[src/lfio_pkg.sv]
// Shared constants, types and control structs for the linear fade block.
// No dependencies; every other file in src uses this package.
package lfio_pkg;

    localparam int CNT_W     = 24;
    localparam int SMP_W     = 32;
    localparam int MUL_STEPS = (CNT_W + 1) / 2;
    localparam int MUL_BITS  = 2 * MUL_STEPS;
    localparam int PROD_W    = SMP_W + CNT_W;
    localparam int DIV_STEPS = SMP_W / 2;
    localparam int STEP_W    = $clog2(DIV_STEPS);
    localparam int IDX_W     = 2;

    typedef enum logic [IDX_W-1:0] {
        CFG_CLIP_LEN = 2'd0,
        CFG_FADE_IN  = 2'd1,
        CFG_FADE_OUT = 2'd2
    } lfio_cfg_idx_t;

    typedef enum logic [2:0] {
        ST_IDLE,
        ST_MUL,
        ST_SEL,
        ST_DIV,
        ST_DONE
    } lfio_state_t;

    typedef struct packed {
        logic load;
        logic shift;
    } lfio_ctrl_t;

endpackage

[src/linear_fade_in_out.sv]
// A sample is accepted in ST_IDLE and passes ST_MUL, ST_SEL, ST_DIV and ST_DONE; the
// next is taken only after ST_DONE, which stalls while an unread result is held.
// Pace: radix-4 serial multiplier lanes and the two-bit-per-cycle serial divider.
// A finished result waits in the output register while the next sample is taken.
// Reset (aresetn low, synchronous) clears the state, config, position and handshakes only.
// Top level; depends on lfio_pkg, lfio_mul_lane and lfio_div.
module linear_fade_in_out (
    input  logic                              aclk,
    input  logic                              aresetn,
    input  logic                              cfg_valid,
    output logic                              cfg_ready,
    input  logic [lfio_pkg::IDX_W-1:0]        cfg_index,
    input  logic [lfio_pkg::CNT_W-1:0]        cfg_data,
    input  logic                              s_tvalid,
    output logic                              s_tready,
    input  logic [lfio_pkg::SMP_W-1:0]        s_tdata,   // [31:0] sample_in
    output logic                              m_tvalid,
    input  logic                              m_tready,
    output logic [lfio_pkg::SMP_W-1:0]        m_tdata,   // [31:0] sample_out
    output logic                              m_tlast
);

    lfio_pkg::lfio_state_t       state_reg, state_next;
    logic [lfio_pkg::STEP_W-1:0] cnt_reg;

    logic [lfio_pkg::CNT_W-1:0]  clip_len_reg;
    logic [lfio_pkg::CNT_W-1:0]  fade_in_reg;
    logic [lfio_pkg::CNT_W-1:0]  fade_out_reg;
    logic [lfio_pkg::CNT_W-1:0]  pos_reg;

    logic                        neg_reg;
    logic                        last_reg;
    logic                        b_act_reg;
    logic [lfio_pkg::CNT_W-1:0]  da_reg;
    logic [lfio_pkg::CNT_W-1:0]  db_reg;

    logic                        m_tvalid_reg;
    logic [lfio_pkg::SMP_W-1:0]  m_tdata_reg;
    logic                        m_tlast_reg;

    logic                        s_accept;
    logic                        out_load;
    lfio_pkg::lfio_ctrl_t        lane_ctrl;
    lfio_pkg::lfio_ctrl_t        div_ctrl;

    logic [lfio_pkg::SMP_W-1:0]  mag;
    logic [lfio_pkg::CNT_W-1:0]  fi;
    logic [lfio_pkg::CNT_W-1:0]  fo;
    logic                        in_clip;
    logic                        a_act;
    logic                        b_act;
    logic                        last_c;
    logic [lfio_pkg::CNT_W-1:0]  na;
    logic [lfio_pkg::CNT_W-1:0]  da;
    logic [lfio_pkg::CNT_W-1:0]  nb;
    logic [lfio_pkg::CNT_W:0]    pos_inc;

    logic [lfio_pkg::PROD_W-1:0] prod_a;
    logic [lfio_pkg::PROD_W-1:0] prod_b;
    logic [lfio_pkg::PROD_W-1:0] cross_a;
    logic [lfio_pkg::PROD_W-1:0] cross_b;
    logic                        sel_b;
    logic [lfio_pkg::PROD_W-1:0] sel_prod;
    logic [lfio_pkg::CNT_W-1:0]  sel_den;
    logic [lfio_pkg::SMP_W-1:0]  quotient;

    assign cfg_ready = 1'b1;
    assign s_accept  = s_tvalid && s_tready;

    // gain selection for the sample at the current position
    always_comb begin
        mag     = s_tdata[lfio_pkg::SMP_W-1] ? (~s_tdata + 1'b1) : s_tdata;
        in_clip = (clip_len_reg != '0) && (pos_reg < clip_len_reg);
        fi      = (fade_in_reg  < clip_len_reg) ? fade_in_reg  : clip_len_reg;
        fo      = (fade_out_reg < clip_len_reg) ? fade_out_reg : clip_len_reg;
        a_act   = in_clip && (pos_reg < fi);
        b_act   = in_clip && (fo != '0) && (pos_reg >= (clip_len_reg - fo));
        na      = a_act ? pos_reg : lfio_pkg::CNT_W'(1);
        da      = a_act ? fi : lfio_pkg::CNT_W'(1);
        nb      = clip_len_reg - pos_reg;
        pos_inc = {1'b0, pos_reg} + 1'b1;
        last_c  = !in_clip || (pos_inc >= {1'b0, clip_len_reg});
    end

    lfio_mul_lane u_lane_a (
        .aclk      (aclk),
        .ctrl      (lane_ctrl),
        .mcand_in  (mag),
        .mplier_in (na),
        .product   (prod_a)
    );

    lfio_mul_lane u_lane_b (
        .aclk      (aclk),
        .ctrl      (lane_ctrl),
        .mcand_in  (mag),
        .mplier_in (nb),
        .product   (prod_b)
    );

    lfio_mul_lane u_cross_a (
        .aclk      (aclk),
        .ctrl      (lane_ctrl),
        .mcand_in  (lfio_pkg::SMP_W'(na)),
        .mplier_in (fo),
        .product   (cross_a)
    );

    lfio_mul_lane u_cross_b (
        .aclk      (aclk),
        .ctrl      (lane_ctrl),
        .mcand_in  (lfio_pkg::SMP_W'(nb)),
        .mplier_in (da),
        .product   (cross_b)
    );

    always_comb begin
        sel_b    = b_act_reg && (cross_b < cross_a);
        sel_prod = sel_b ? prod_b : prod_a;
        sel_den  = sel_b ? db_reg : da_reg;
    end

    lfio_div u_div (
        .aclk     (aclk),
        .ctrl     (div_ctrl),
        .dividend (sel_prod),
        .divisor  (sel_den),
        .quotient (quotient)
    );

    always_comb begin
        state_next = state_reg;
        unique case (state_reg)
            lfio_pkg::ST_IDLE: if (s_tvalid) state_next = lfio_pkg::ST_MUL;
            lfio_pkg::ST_MUL:  if (cnt_reg == '0) state_next = lfio_pkg::ST_SEL;
            lfio_pkg::ST_SEL:  state_next = lfio_pkg::ST_DIV;
            lfio_pkg::ST_DIV:  if (cnt_reg == '0) state_next = lfio_pkg::ST_DONE;
            lfio_pkg::ST_DONE: if (!m_tvalid_reg || m_tready) state_next = lfio_pkg::ST_IDLE;
            default:           state_next = lfio_pkg::ST_IDLE;
        endcase
    end

    always_comb begin
        s_tready        = (state_reg == lfio_pkg::ST_IDLE);
        lane_ctrl.load  = (state_reg == lfio_pkg::ST_IDLE) && s_tvalid;
        lane_ctrl.shift = (state_reg == lfio_pkg::ST_MUL);
        div_ctrl.load   = (state_reg == lfio_pkg::ST_SEL);
        div_ctrl.shift  = (state_reg == lfio_pkg::ST_DIV);
        out_load        = (state_reg == lfio_pkg::ST_DONE) && (!m_tvalid_reg || m_tready);
    end

    always_ff @(posedge aclk) begin
        if (!aresetn) begin
            state_reg <= lfio_pkg::ST_IDLE;
            cnt_reg   <= '0;
        end else begin
            state_reg <= state_next;
            priority if (s_accept) begin
                cnt_reg <= lfio_pkg::STEP_W'(lfio_pkg::MUL_STEPS - 1);
            end else if (state_reg == lfio_pkg::ST_SEL) begin
                cnt_reg <= lfio_pkg::STEP_W'(lfio_pkg::DIV_STEPS - 1);
            end else if ((state_reg == lfio_pkg::ST_MUL || state_reg == lfio_pkg::ST_DIV)
                         && cnt_reg != '0) begin
                cnt_reg <= cnt_reg - 1'b1;
            end else begin
                cnt_reg <= cnt_reg;
            end
        end
    end

    always_ff @(posedge aclk) begin
        if (!aresetn) begin
            clip_len_reg <= '0;
            fade_in_reg  <= '0;
            fade_out_reg <= '0;
        end else if (cfg_valid && cfg_ready) begin
            unique case (cfg_index)
                lfio_pkg::CFG_CLIP_LEN: clip_len_reg <= cfg_data;
                lfio_pkg::CFG_FADE_IN:  fade_in_reg  <= cfg_data;
                lfio_pkg::CFG_FADE_OUT: fade_out_reg <= cfg_data;
                default: ;
            endcase
        end
    end

    // advance or wrap the clip position on every accepted transaction
    always_ff @(posedge aclk) begin
        if (!aresetn) begin
            pos_reg <= '0;
        end else if (s_accept) begin
            pos_reg <= last_c ? '0 : pos_inc[lfio_pkg::CNT_W-1:0];
        end
    end

    always_ff @(posedge aclk) begin
        if (s_accept) begin
            neg_reg   <= s_tdata[lfio_pkg::SMP_W-1];
            last_reg  <= last_c;
            b_act_reg <= b_act;
            da_reg    <= da;
            db_reg    <= fo;
        end
    end

    always_ff @(posedge aclk) begin
        if (!aresetn) begin
            m_tvalid_reg <= 1'b0;
        end else if (out_load) begin
            m_tvalid_reg <= 1'b1;
        end else if (m_tready) begin
            m_tvalid_reg <= 1'b0;
        end
    end

    always_ff @(posedge aclk) begin
        if (out_load) begin
            m_tdata_reg <= neg_reg ? (~quotient + 1'b1) : quotient;
            m_tlast_reg <= last_reg;
        end
    end

    assign m_tvalid = m_tvalid_reg;
    assign m_tdata  = m_tdata_reg;
    assign m_tlast  = m_tlast_reg;

    a_wrap_on_last: assert property (@(posedge aclk) disable iff (!aresetn)
        (s_accept && last_c) |=> (pos_reg == '0))
        else $error("position did not wrap after last sample");

    a_den_nonzero: assert property (@(posedge aclk) disable iff (!aresetn)
        (state_reg == lfio_pkg::ST_SEL) |-> (sel_den != '0))
        else $error("divider loaded with zero denominator");

    a_mul_count: assert property (@(posedge aclk) disable iff (!aresetn)
        (state_reg == lfio_pkg::ST_MUL) |->
            (cnt_reg <= lfio_pkg::STEP_W'(lfio_pkg::MUL_STEPS - 1)))
        else $error("multiplier step count out of range");

    a_out_from_done: assert property (@(posedge aclk) disable iff (!aresetn)
        $rose(m_tvalid_reg) |-> $past(state_reg == lfio_pkg::ST_DONE))
        else $error("output raised outside the done state");

    a_no_accept_busy: assert property (@(posedge aclk) disable iff (!aresetn)
        (state_reg == lfio_pkg::ST_DIV) |=>
            (state_reg == lfio_pkg::ST_DIV || state_reg == lfio_pkg::ST_DONE))
        else $error("divider sequence left early");

endmodule

[src/lfio_mul_lane.sv]
// Radix-4 serial multiplier lane: 32-bit multiplicand times CNT_W-bit multiplier.
// Depends on lfio_pkg.
module lfio_mul_lane (
    input  logic                          aclk,
    input  lfio_pkg::lfio_ctrl_t          ctrl,
    input  logic [lfio_pkg::SMP_W-1:0]    mcand_in,
    input  logic [lfio_pkg::CNT_W-1:0]    mplier_in,
    output logic [lfio_pkg::PROD_W-1:0]   product
);

    logic [lfio_pkg::SMP_W-1:0]                    mcand_reg;
    logic [lfio_pkg::SMP_W+lfio_pkg::MUL_BITS-1:0] p_reg;
    logic [lfio_pkg::SMP_W+lfio_pkg::MUL_BITS-1:0] p_next;
    logic [lfio_pkg::SMP_W+1:0]                    sum;

    always_comb begin
        sum = {2'b00, p_reg[lfio_pkg::SMP_W+lfio_pkg::MUL_BITS-1:lfio_pkg::MUL_BITS]}
            + (p_reg[0] ? {2'b00, mcand_reg} : '0)
            + (p_reg[1] ? {1'b0, mcand_reg, 1'b0} : '0);
        p_next = {sum, p_reg[lfio_pkg::MUL_BITS-1:2]};
    end

    always_ff @(posedge aclk) begin
        if (ctrl.load) begin
            mcand_reg <= mcand_in;
            p_reg     <= {{lfio_pkg::SMP_W{1'b0}}, lfio_pkg::MUL_BITS'(mplier_in)};
        end else if (ctrl.shift) begin
            p_reg     <= p_next;
        end
    end

    assign product = p_reg[lfio_pkg::PROD_W-1:0];

endmodule

[src/lfio_div.sv]
// Serial restoring divider, two quotient bits per cycle while ctrl.shift is high; quotient fits 32 bits.
// Depends on lfio_pkg.
module lfio_div (
    input  logic                          aclk,
    input  lfio_pkg::lfio_ctrl_t          ctrl,
    input  logic [lfio_pkg::PROD_W-1:0]   dividend,
    input  logic [lfio_pkg::CNT_W-1:0]    divisor,
    output logic [lfio_pkg::SMP_W-1:0]    quotient
);

    logic [lfio_pkg::CNT_W-1:0] rem_reg;
    logic [lfio_pkg::CNT_W-1:0] rem_next;
    logic [lfio_pkg::CNT_W-1:0] rem_mid;
    logic [lfio_pkg::SMP_W-1:0] quo_reg;
    logic [lfio_pkg::SMP_W-1:0] quo_next;
    logic [lfio_pkg::SMP_W-1:0] quo_mid;
    logic [lfio_pkg::CNT_W-1:0] den_reg;
    logic [lfio_pkg::CNT_W:0]   r1;
    logic [lfio_pkg::CNT_W:0]   r2;
    logic [lfio_pkg::CNT_W:0]   d1;
    logic [lfio_pkg::CNT_W:0]   d2;
    logic                       ge1;
    logic                       ge2;

    always_comb begin
        r1       = {rem_reg, quo_reg[lfio_pkg::SMP_W-1]};
        ge1      = (r1 >= {1'b0, den_reg});
        d1       = ge1 ? (r1 - {1'b0, den_reg}) : r1;
        rem_mid  = d1[lfio_pkg::CNT_W-1:0];
        quo_mid  = {quo_reg[lfio_pkg::SMP_W-2:0], ge1};
        r2       = {rem_mid, quo_mid[lfio_pkg::SMP_W-1]};
        ge2      = (r2 >= {1'b0, den_reg});
        d2       = ge2 ? (r2 - {1'b0, den_reg}) : r2;
        rem_next = d2[lfio_pkg::CNT_W-1:0];
        quo_next = {quo_mid[lfio_pkg::SMP_W-2:0], ge2};
    end

    always_ff @(posedge aclk) begin
        if (ctrl.load) begin
            rem_reg <= dividend[lfio_pkg::PROD_W-1:lfio_pkg::SMP_W];
            quo_reg <= dividend[lfio_pkg::SMP_W-1:0];
            den_reg <= divisor;
        end else if (ctrl.shift) begin
            rem_reg <= rem_next;
            quo_reg <= quo_next;
        end
    end

    assign quotient = quo_reg;

endmodule
[config.mk]
export PLATFORM = sky130hd
export DESIGN_NAME = linear_fade_in_out
export DESIGN_NICKNAME = d
export VERILOG_FILES = /design/src/lfio_pkg.sv /design/src/linear_fade_in_out.sv /design/src/lfio_mul_lane.sv /design/src/lfio_div.sv
export SDC_FILE = /design/constraint.sdc
export NUM_CORES = 2
export LEC_CHECK = 0
export BUFFER_PORTS_ARGS = -buffer_cell sky130_fd_sc_hd__buf_2
export CAP_MARGIN = 25
export CELL_PAD_IN_SITES_DETAIL_PLACEMENT = 1
export CELL_PAD_IN_SITES_GLOBAL_PLACEMENT = 1
export CORE_MARGIN = 10
export CORE_UTILIZATION = 50
export DETAILED_ROUTE_END_ITERATION = 7
export GPL_ROUTABILITY_DRIVEN = 0
export PLACE_DENSITY_LB_ADDON = 0.3
export REMOVE_ABC_BUFFERS = 1
export SKIP_CTS_REPAIR_TIMING = 1
export SLEW_MARGIN = 20
export SYNTH_ARGS = -nofsm -noshare
export SYNTH_HDL_FRONTEND = slang
export SYNTH_SLANG_ARGS = --single-unit
[constraint.sdc]
create_clock -name aclk -period 8.4 [get_ports aclk]
set_input_delay 0.42 -clock aclk [delete_from_list [all_inputs] [get_ports aclk]]
set_output_delay 0.42 -clock aclk [all_outputs]
set_load 0.05 [all_outputs]
* After elaboration in Yosys (flattened, before gate mapping)
Cells that the tools add are included.
Storage, ports and cells: bits in registers 572, input bits 63, output and inout port bits 36, logic and storage cells 138
Operators by class: add/subtract/negate cells 16, magnitude comparators 9, eq/ne operators 10, muxes and demuxes 41, bitwise gates (word level) 3, reductions and logical operators 29
Operator list (number):
- $mux 24 | 20
- $mux 32 | 5
- $lt 24x24->1 | 4
- $sub 24x24->24 | 4
- $ge 25x24->1 | 3
- $add 34x25->34 | 2
- $add 34x33->34 | 2
- $add 32x24->33 | 2
- $add 32x32->33 | 2
- $mux 33 | 2
- $add 32x1->32 const B | 2
- $not 32->32 | 2
- $lt 56x56->1 | 1
- $mux 56 | 1
- $mux 25 | 2
- $reduce_bool 24->1 | 2
- $mux 31 | 1
- $add 24x1->25 const B | 1
- $ge 24x24->1 | 1
- $pmux 3 s5 | 1
- $mux 3 | 4
- $mux 4 | 3
- $logic_and 1x1->1 | 8
- $reduce_bool 2->1 | 4
- 20 further kinds | 29

* Depth between registers and ports, before layout
word-level depth 6, depth in mapped cells 34, gate-level depth less buffers 33

* By module
Synthesis repeated with hierarchy kept, for this count alone.
Unflattened totals: cell total of the unflattened synthesis 4717, area, all modules 46350.7 um2
Modules (own cells, without submodules):
- linear_fade_in_out | instances 1, cells each 1896, area each 16336.9 um2, seq. area each 4604.4 um2
- lfio_mul_lane at u_cross_a ... | instances 2, cells each 584, area each 6130.9 um2, seq. area each 2322.2 um2
- lfio_div | instances 1, cells each 557, area each 6058.3 um2, seq. area each 2402.3 um2
- lfio_mul_lane at u_lane_a | instances 1, cells each 559, area each 5941.9 um2, seq. area each 2322.2 um2
- lfio_mul_lane at u_lane_b | instances 1, cells each 537, area each 5751.8 um2, seq. area each 2322.2 um2

* Worst setup path before layout
Ideal clock, no wire load.
path type register -> register, start register state_reg[1], end register u_cross_b.p_reg, in the netlist u_cross_b.product[0], data pin, setup time 0.463 ns, arrival time 6.104 ns, data required time 7.937 ns, path slack 1.833 ns, stages on the path, launching flop included 7, buffers on the path 2, clock period less this slack 6.567 ns, path through dfxtp_1 > clkbuf_1 > nor3_1 > nand2_1 > inv_2 > buf_1 > a31oi_1
Between the ends: longest elaborated chain between the ends 3
RTL lines:
- from (decl) | RTL line linear_fade_in_out.sv:23 | lfio_pkg::lfio_state_t state_reg, state_next;
- from (signal assigned) | RTL line linear_fade_in_out.sv:154 | state_reg <= lfio_pkg::ST_IDLE;
- from (signal assigned) | RTL line linear_fade_in_out.sv:157 | state_reg <= state_next;
- $logic_not 3->1
- named net s_tready | RTL line linear_fade_in_out.sv:15 | output logic s_tready,
- $logic_and 1x1->1
- named net s_accept | RTL line linear_fade_in_out.sv:41 | logic s_accept;
- $mux 24 | RTL line lfio_mul_lane.sv:24 | if (ctrl.load) begin
- to (signal assigned) | RTL line lfio_mul_lane.sv:26 | p_reg <= {{lfio_pkg::SMP_W{1'b0}}, lfio_pkg::MUL_BITS'(mplier_in)};
- to (signal assigned) | RTL line lfio_mul_lane.sv:28 | p_reg <= p_next;
- to (decl) | RTL line lfio_mul_lane.sv:12 | logic [lfio_pkg::SMP_W+lfio_pkg::MUL_BITS-1:0] p_reg;
The timed path passes the listed nets, and every way through them passes these cells. A chain may end at the register's enable or synchronous reset.

* Final worst setup path
start register clip_len_reg[1] in the netlist's numbering, end register b_act_reg, data pin
Between the ends: longest elaborated chain between the ends 5, elaborated cells on any way between the ends 10, those cells by class add/sub (1); order compare (3); mux (1); reduce/logical (5)
RTL lines:
- from (decl) | RTL line linear_fade_in_out.sv:26 | logic [lfio_pkg::CNT_W-1:0] clip_len_reg;
- from (signal assigned) | RTL line linear_fade_in_out.sv:178 | lfio_pkg::CFG_CLIP_LEN: clip_len_reg <= cfg_data;
- $lt 24x24->1 | RTL line linear_fade_in_out.sv:75 | fo = (fade_out_reg < clip_len_reg) ? fade_out_reg : clip_len_reg;
- $mux 24 | RTL line linear_fade_in_out.sv:75
- $sub 24x24->24 or $reduce_bool 24->1 (tied branches) | RTL line linear_fade_in_out.sv:77 | b_act = in_clip && (fo != '0) && (pos_reg >= (clip_len_reg - fo));
- $ge 24x24->1 or $logic_and 1x1->1 (tied branches) | RTL line linear_fade_in_out.sv:77
- $logic_and 1x1->1 * | RTL line linear_fade_in_out.sv:77
- named net b_act | RTL line linear_fade_in_out.sv:51 | logic b_act;
- to (signal assigned) | RTL line linear_fade_in_out.sv:199 | b_act_reg <= b_act;
- to (decl) | RTL line linear_fade_in_out.sv:33 | logic b_act_reg;
Mark *: on every way through the listed nets, which the timed path passes. The rest lies on a longest branch.

==> reports/results.ini <==
[run_status]
status=complete, no violations

[synth]
ys_seq_area_share_pct=33.5
synthCells=4883
synth_area_um2=44300
synth.distinct_cells=113
async_reset_ff_share_pct=0
synth_flop_cell=edfxtp_1
yosys_warnings=0
synth_edf_count=340
synth.avg_cell_area_um2=9.07
ys_ff_latch=572

[timing]
maxSlewViolCount=0
fin_setup_tns_ns=0
max_freq_ghz=0.141
fin_worst_skew_ns=0.0277
worst_slew_pin_slew_ns=1.03
fin_crit_sh_pct=84.7
setup_slack_ns=1.28
fin_crit_ns=7.12
rsz0062_at_grt=false
max_slew_margin_pct=31.5
setup_violations=0
hold_viol=0
finalHoldWorstSlack_ns=0.0483

[critical_path]
cp.required_ns=8.88
setup.worst_path.end=b_act_reg
worst-path-buf-inv=2
crit_path_start=clip_len_reg[1]
path_delay_family=compound AO/OA/AOI/OAI gates
start_kind=flop
r2r_cells=31
path_depth=31
crit_fanout=26
critical_path_arrival_ns=7.60
crit_path_max_incr_delay_ns=0.48
end_kind=flop
worstSetupPathType=flop to flop
crit_path_frequent_cell=a21oi_1
r2r_end=b_act_reg
r2r-start=clip_len_reg[1]
r2r_slack_ns=1.28
crit_slowest_cell=dfxtp_1

[power]
p_leak_nw=20.8
ir_worst_vdd_v=0.000163
power_frac_seq_pct=27.5
p_per_area_nw_per_um2=307
swShare_pct=42.5
comb_power_share_pct=50.2
p_sw_mw=6.32
p_clk_share_pct=22.4
totalPowerFinal_mw=14.9
intPower_mw=8.57

[layout]
fillers=10317
finalCoreUtilization_pct=55.0
instances_no_fill=6153
syn_to_final_growth_pct=9.50
nNetsFinal=5499
post-route-cell-area_um2=48500
drive_gt1_share_pct=7.50

[placement]
placed_cell_area_um2=45900
dp_slack_ns=1.40
placed_cells=6018
portBuffers=97
hpwl_mm=113

[clocking]
clockBufferDepth=3
htreeDepth=3
clockRootBuffer=clkbuf_16
cts_tree=yes
clock-sinks=572
cts_made_buffers=70
clkTransAtPathRegs_ns=0.07
clk-insertion-delay-late_ns=0.65

[floorplan]
rows=109
die_h_um=318
ios=99
die_x_um=318
fp.dieArea_um2=101000
start_util_pct=50.3
core_area_um2=88100

[routing]
drc=0
vias_per_cell=6.27
totalWireLength_mm=149
drtAntennaViolNets=0
drt_iter0_drc=3436
num_vias=38578
firstDrtPassIters=5
wl_per_cell_um=24.2

[job]
drv_cap=0

[hold_path]
worstHoldPathType=input port to flop
hp-start=cfg_data[23]

[global_routing]
grt_pass1_vias=39638
antenna_found_initial=2
overflow=0
track_usage_pct=28.3
grt_max_degree=97
grt_first_pass_wirelength_mm=231

## Yosys cell counts, types with 7 or more instances
cell | number | area (µm²)
nor2b_1 | 51 | 319
dfxtp_1 | 232 | 4640
xnor2_1 | 260 | 2280
nor2_1 | 280 | 1050
a211oi_1 | 26 | 195
mux2_2 | 49 | 552
nor3b_1 | 8 | 60.1
o22ai_1 | 14 | 87.6
o21bai_1 | 55 | 413
buf_2 | 10 | 50.1
nand2b_1 | 68 | 425
a21boi_0 | 82 | 616
or3_1 | 27 | 169
nand3_1 | 139 | 696
nand2_1 | 447 | 1680
o21ai_1 | 33 | 165
edfxtp_1 | 340 | 10200
or4_1 | 10 | 75.1
nand4_1 | 51 | 319
a221oi_1 | 10 | 87.6
nor3_1 | 62 | 310
or2_2 | 15 | 93.8
o21a_1 | 45 | 338
and2_1 | 245 | 1530
and3_1 | 30 | 188
a31oi_1 | 31 | 194
buf_1 | 14 | 52.6
fa_1 | 12 | 240
o41ai_1 | 12 | 105
and4_1 | 9 | 78.8
a21oi_1 | 336 | 1680
ha_1 | 495 | 6190
o211ai_1 | 28 | 210
o31ai_1 | 81 | 608
xor2_1 | 108 | 946
mux2i_1 | 127 | 1270
a21o_1 | 190 | 1430
o21ai_0 | 287 | 1440
a211o_1 | 9 | 78.8
clkbuf_1 | 133 | 499
nor4_1 | 25 | 156
a311oi_1 | 7 | 61.3
inv_1 | 241 | 905
o31a_1 | 10 | 87.6
## final cells by class
type / count / area (µm²) / share of cell area (%)
Antenna cell: 1 / 2.50 / 0.00516
Clock buffer: 87 / 1890 / 3.90
Clock inverter: 43 / 593 / 1.22
Inverter: 245 / 927 / 1.91
Multi-Input combinational cell: 3906 / 27900 / 57.6
Sequential cell: 572 / 14900 / 30.6
Tap cell: 1165 / 1460 / 3.01
Timing Repair Buffer: 134 / 820 / 1.69
## tightest hold or removal path: stages
cell and delay, ns:
buf_2 0.11, nand2_1 0.05, a21boi_0 0.06
## power groups by stage
stage / Combinational, mW / Clock, mW / Sequential (mW)
after floorplan: 5.35 / 0 / 3.96
after global placement: 7.01 / 0 / 4.11
after detailed placement: 7.27 / 0 / 4.13
after CTS: 7.40 / 3.36 / 4.08
after global routing: 8.20 / 3.46 / 4.14
final: 7.47 / 3.33 / 4.09
## per-layer routing
layer	wire length [µm]	up-vias	part of all wire, %	GRT usage, %
met1	65000	19201	44	37.4
li1	-	17853	-	-
met4	6830	0	4.6	12.1
met5	0	-	0	0
met2	67600	1218	45	45.8
met3	9520	306	6.4	4.16
## cell usage in the layout (no fill, tap or decap), types with 13 or more instances in the layout
master	n
and2_1	244
o211ai_1	28
edfxtp_1	340
nand2_1	446
a21oi_1	336
clkbuf_1	13
or3_1	27
clkbuf_16	73
o21bai_1	55
buf_4	30
o21ai_1	33
a21o_1	190
xnor2_1	260
o21a_1	45
and3_1	30
nor2_1	278
dfxtp_1	232
o22ai_1	14
mux2i_1	127
a211oi_1	26
nand4_1	51
nor2b_1	49
inv_1	241
o21ai_0	287
a21boi_0	82
ha_1	495
a31oi_1	31
nand2b_1	67
xor2_1	108
nor3_1	62
o31ai_1	81
nor4_1	25
or2_2	15
nand3_1	139
buf_2	97
mux2_2	49
## logic make-up after synthesis
family	Yosys count	synth area share (%)
DFF	572	33.5
AOI/OAI and AO/OA	1357	20.2
muxes	178	4.17
other	1	0.00847
xor gates and xnor gates	370	7.40
buffers and inverters	405	3.49
and+or+nand+nor	1493	16.7
adders and majority gates	507	14.5
## worst min-delay path by stage
stage                             to  slack (ns)  depth (start not counted)
6_report            fade_out_reg[23]        0.05                          3
5_1_grt        u_lane_a.mcand_reg[0]        0.03                          1
2_1_floorplan                m_tlast        0.40                          0
4_1_cts        u_lane_a.mcand_reg[0]        0.02                          1
3_3_place_gp   u_cross_a.product[53]        0.46                          1
3_5_place_dp                 m_tlast        0.45                          0
Note: power is estimated with default switching activity, not from simulation.
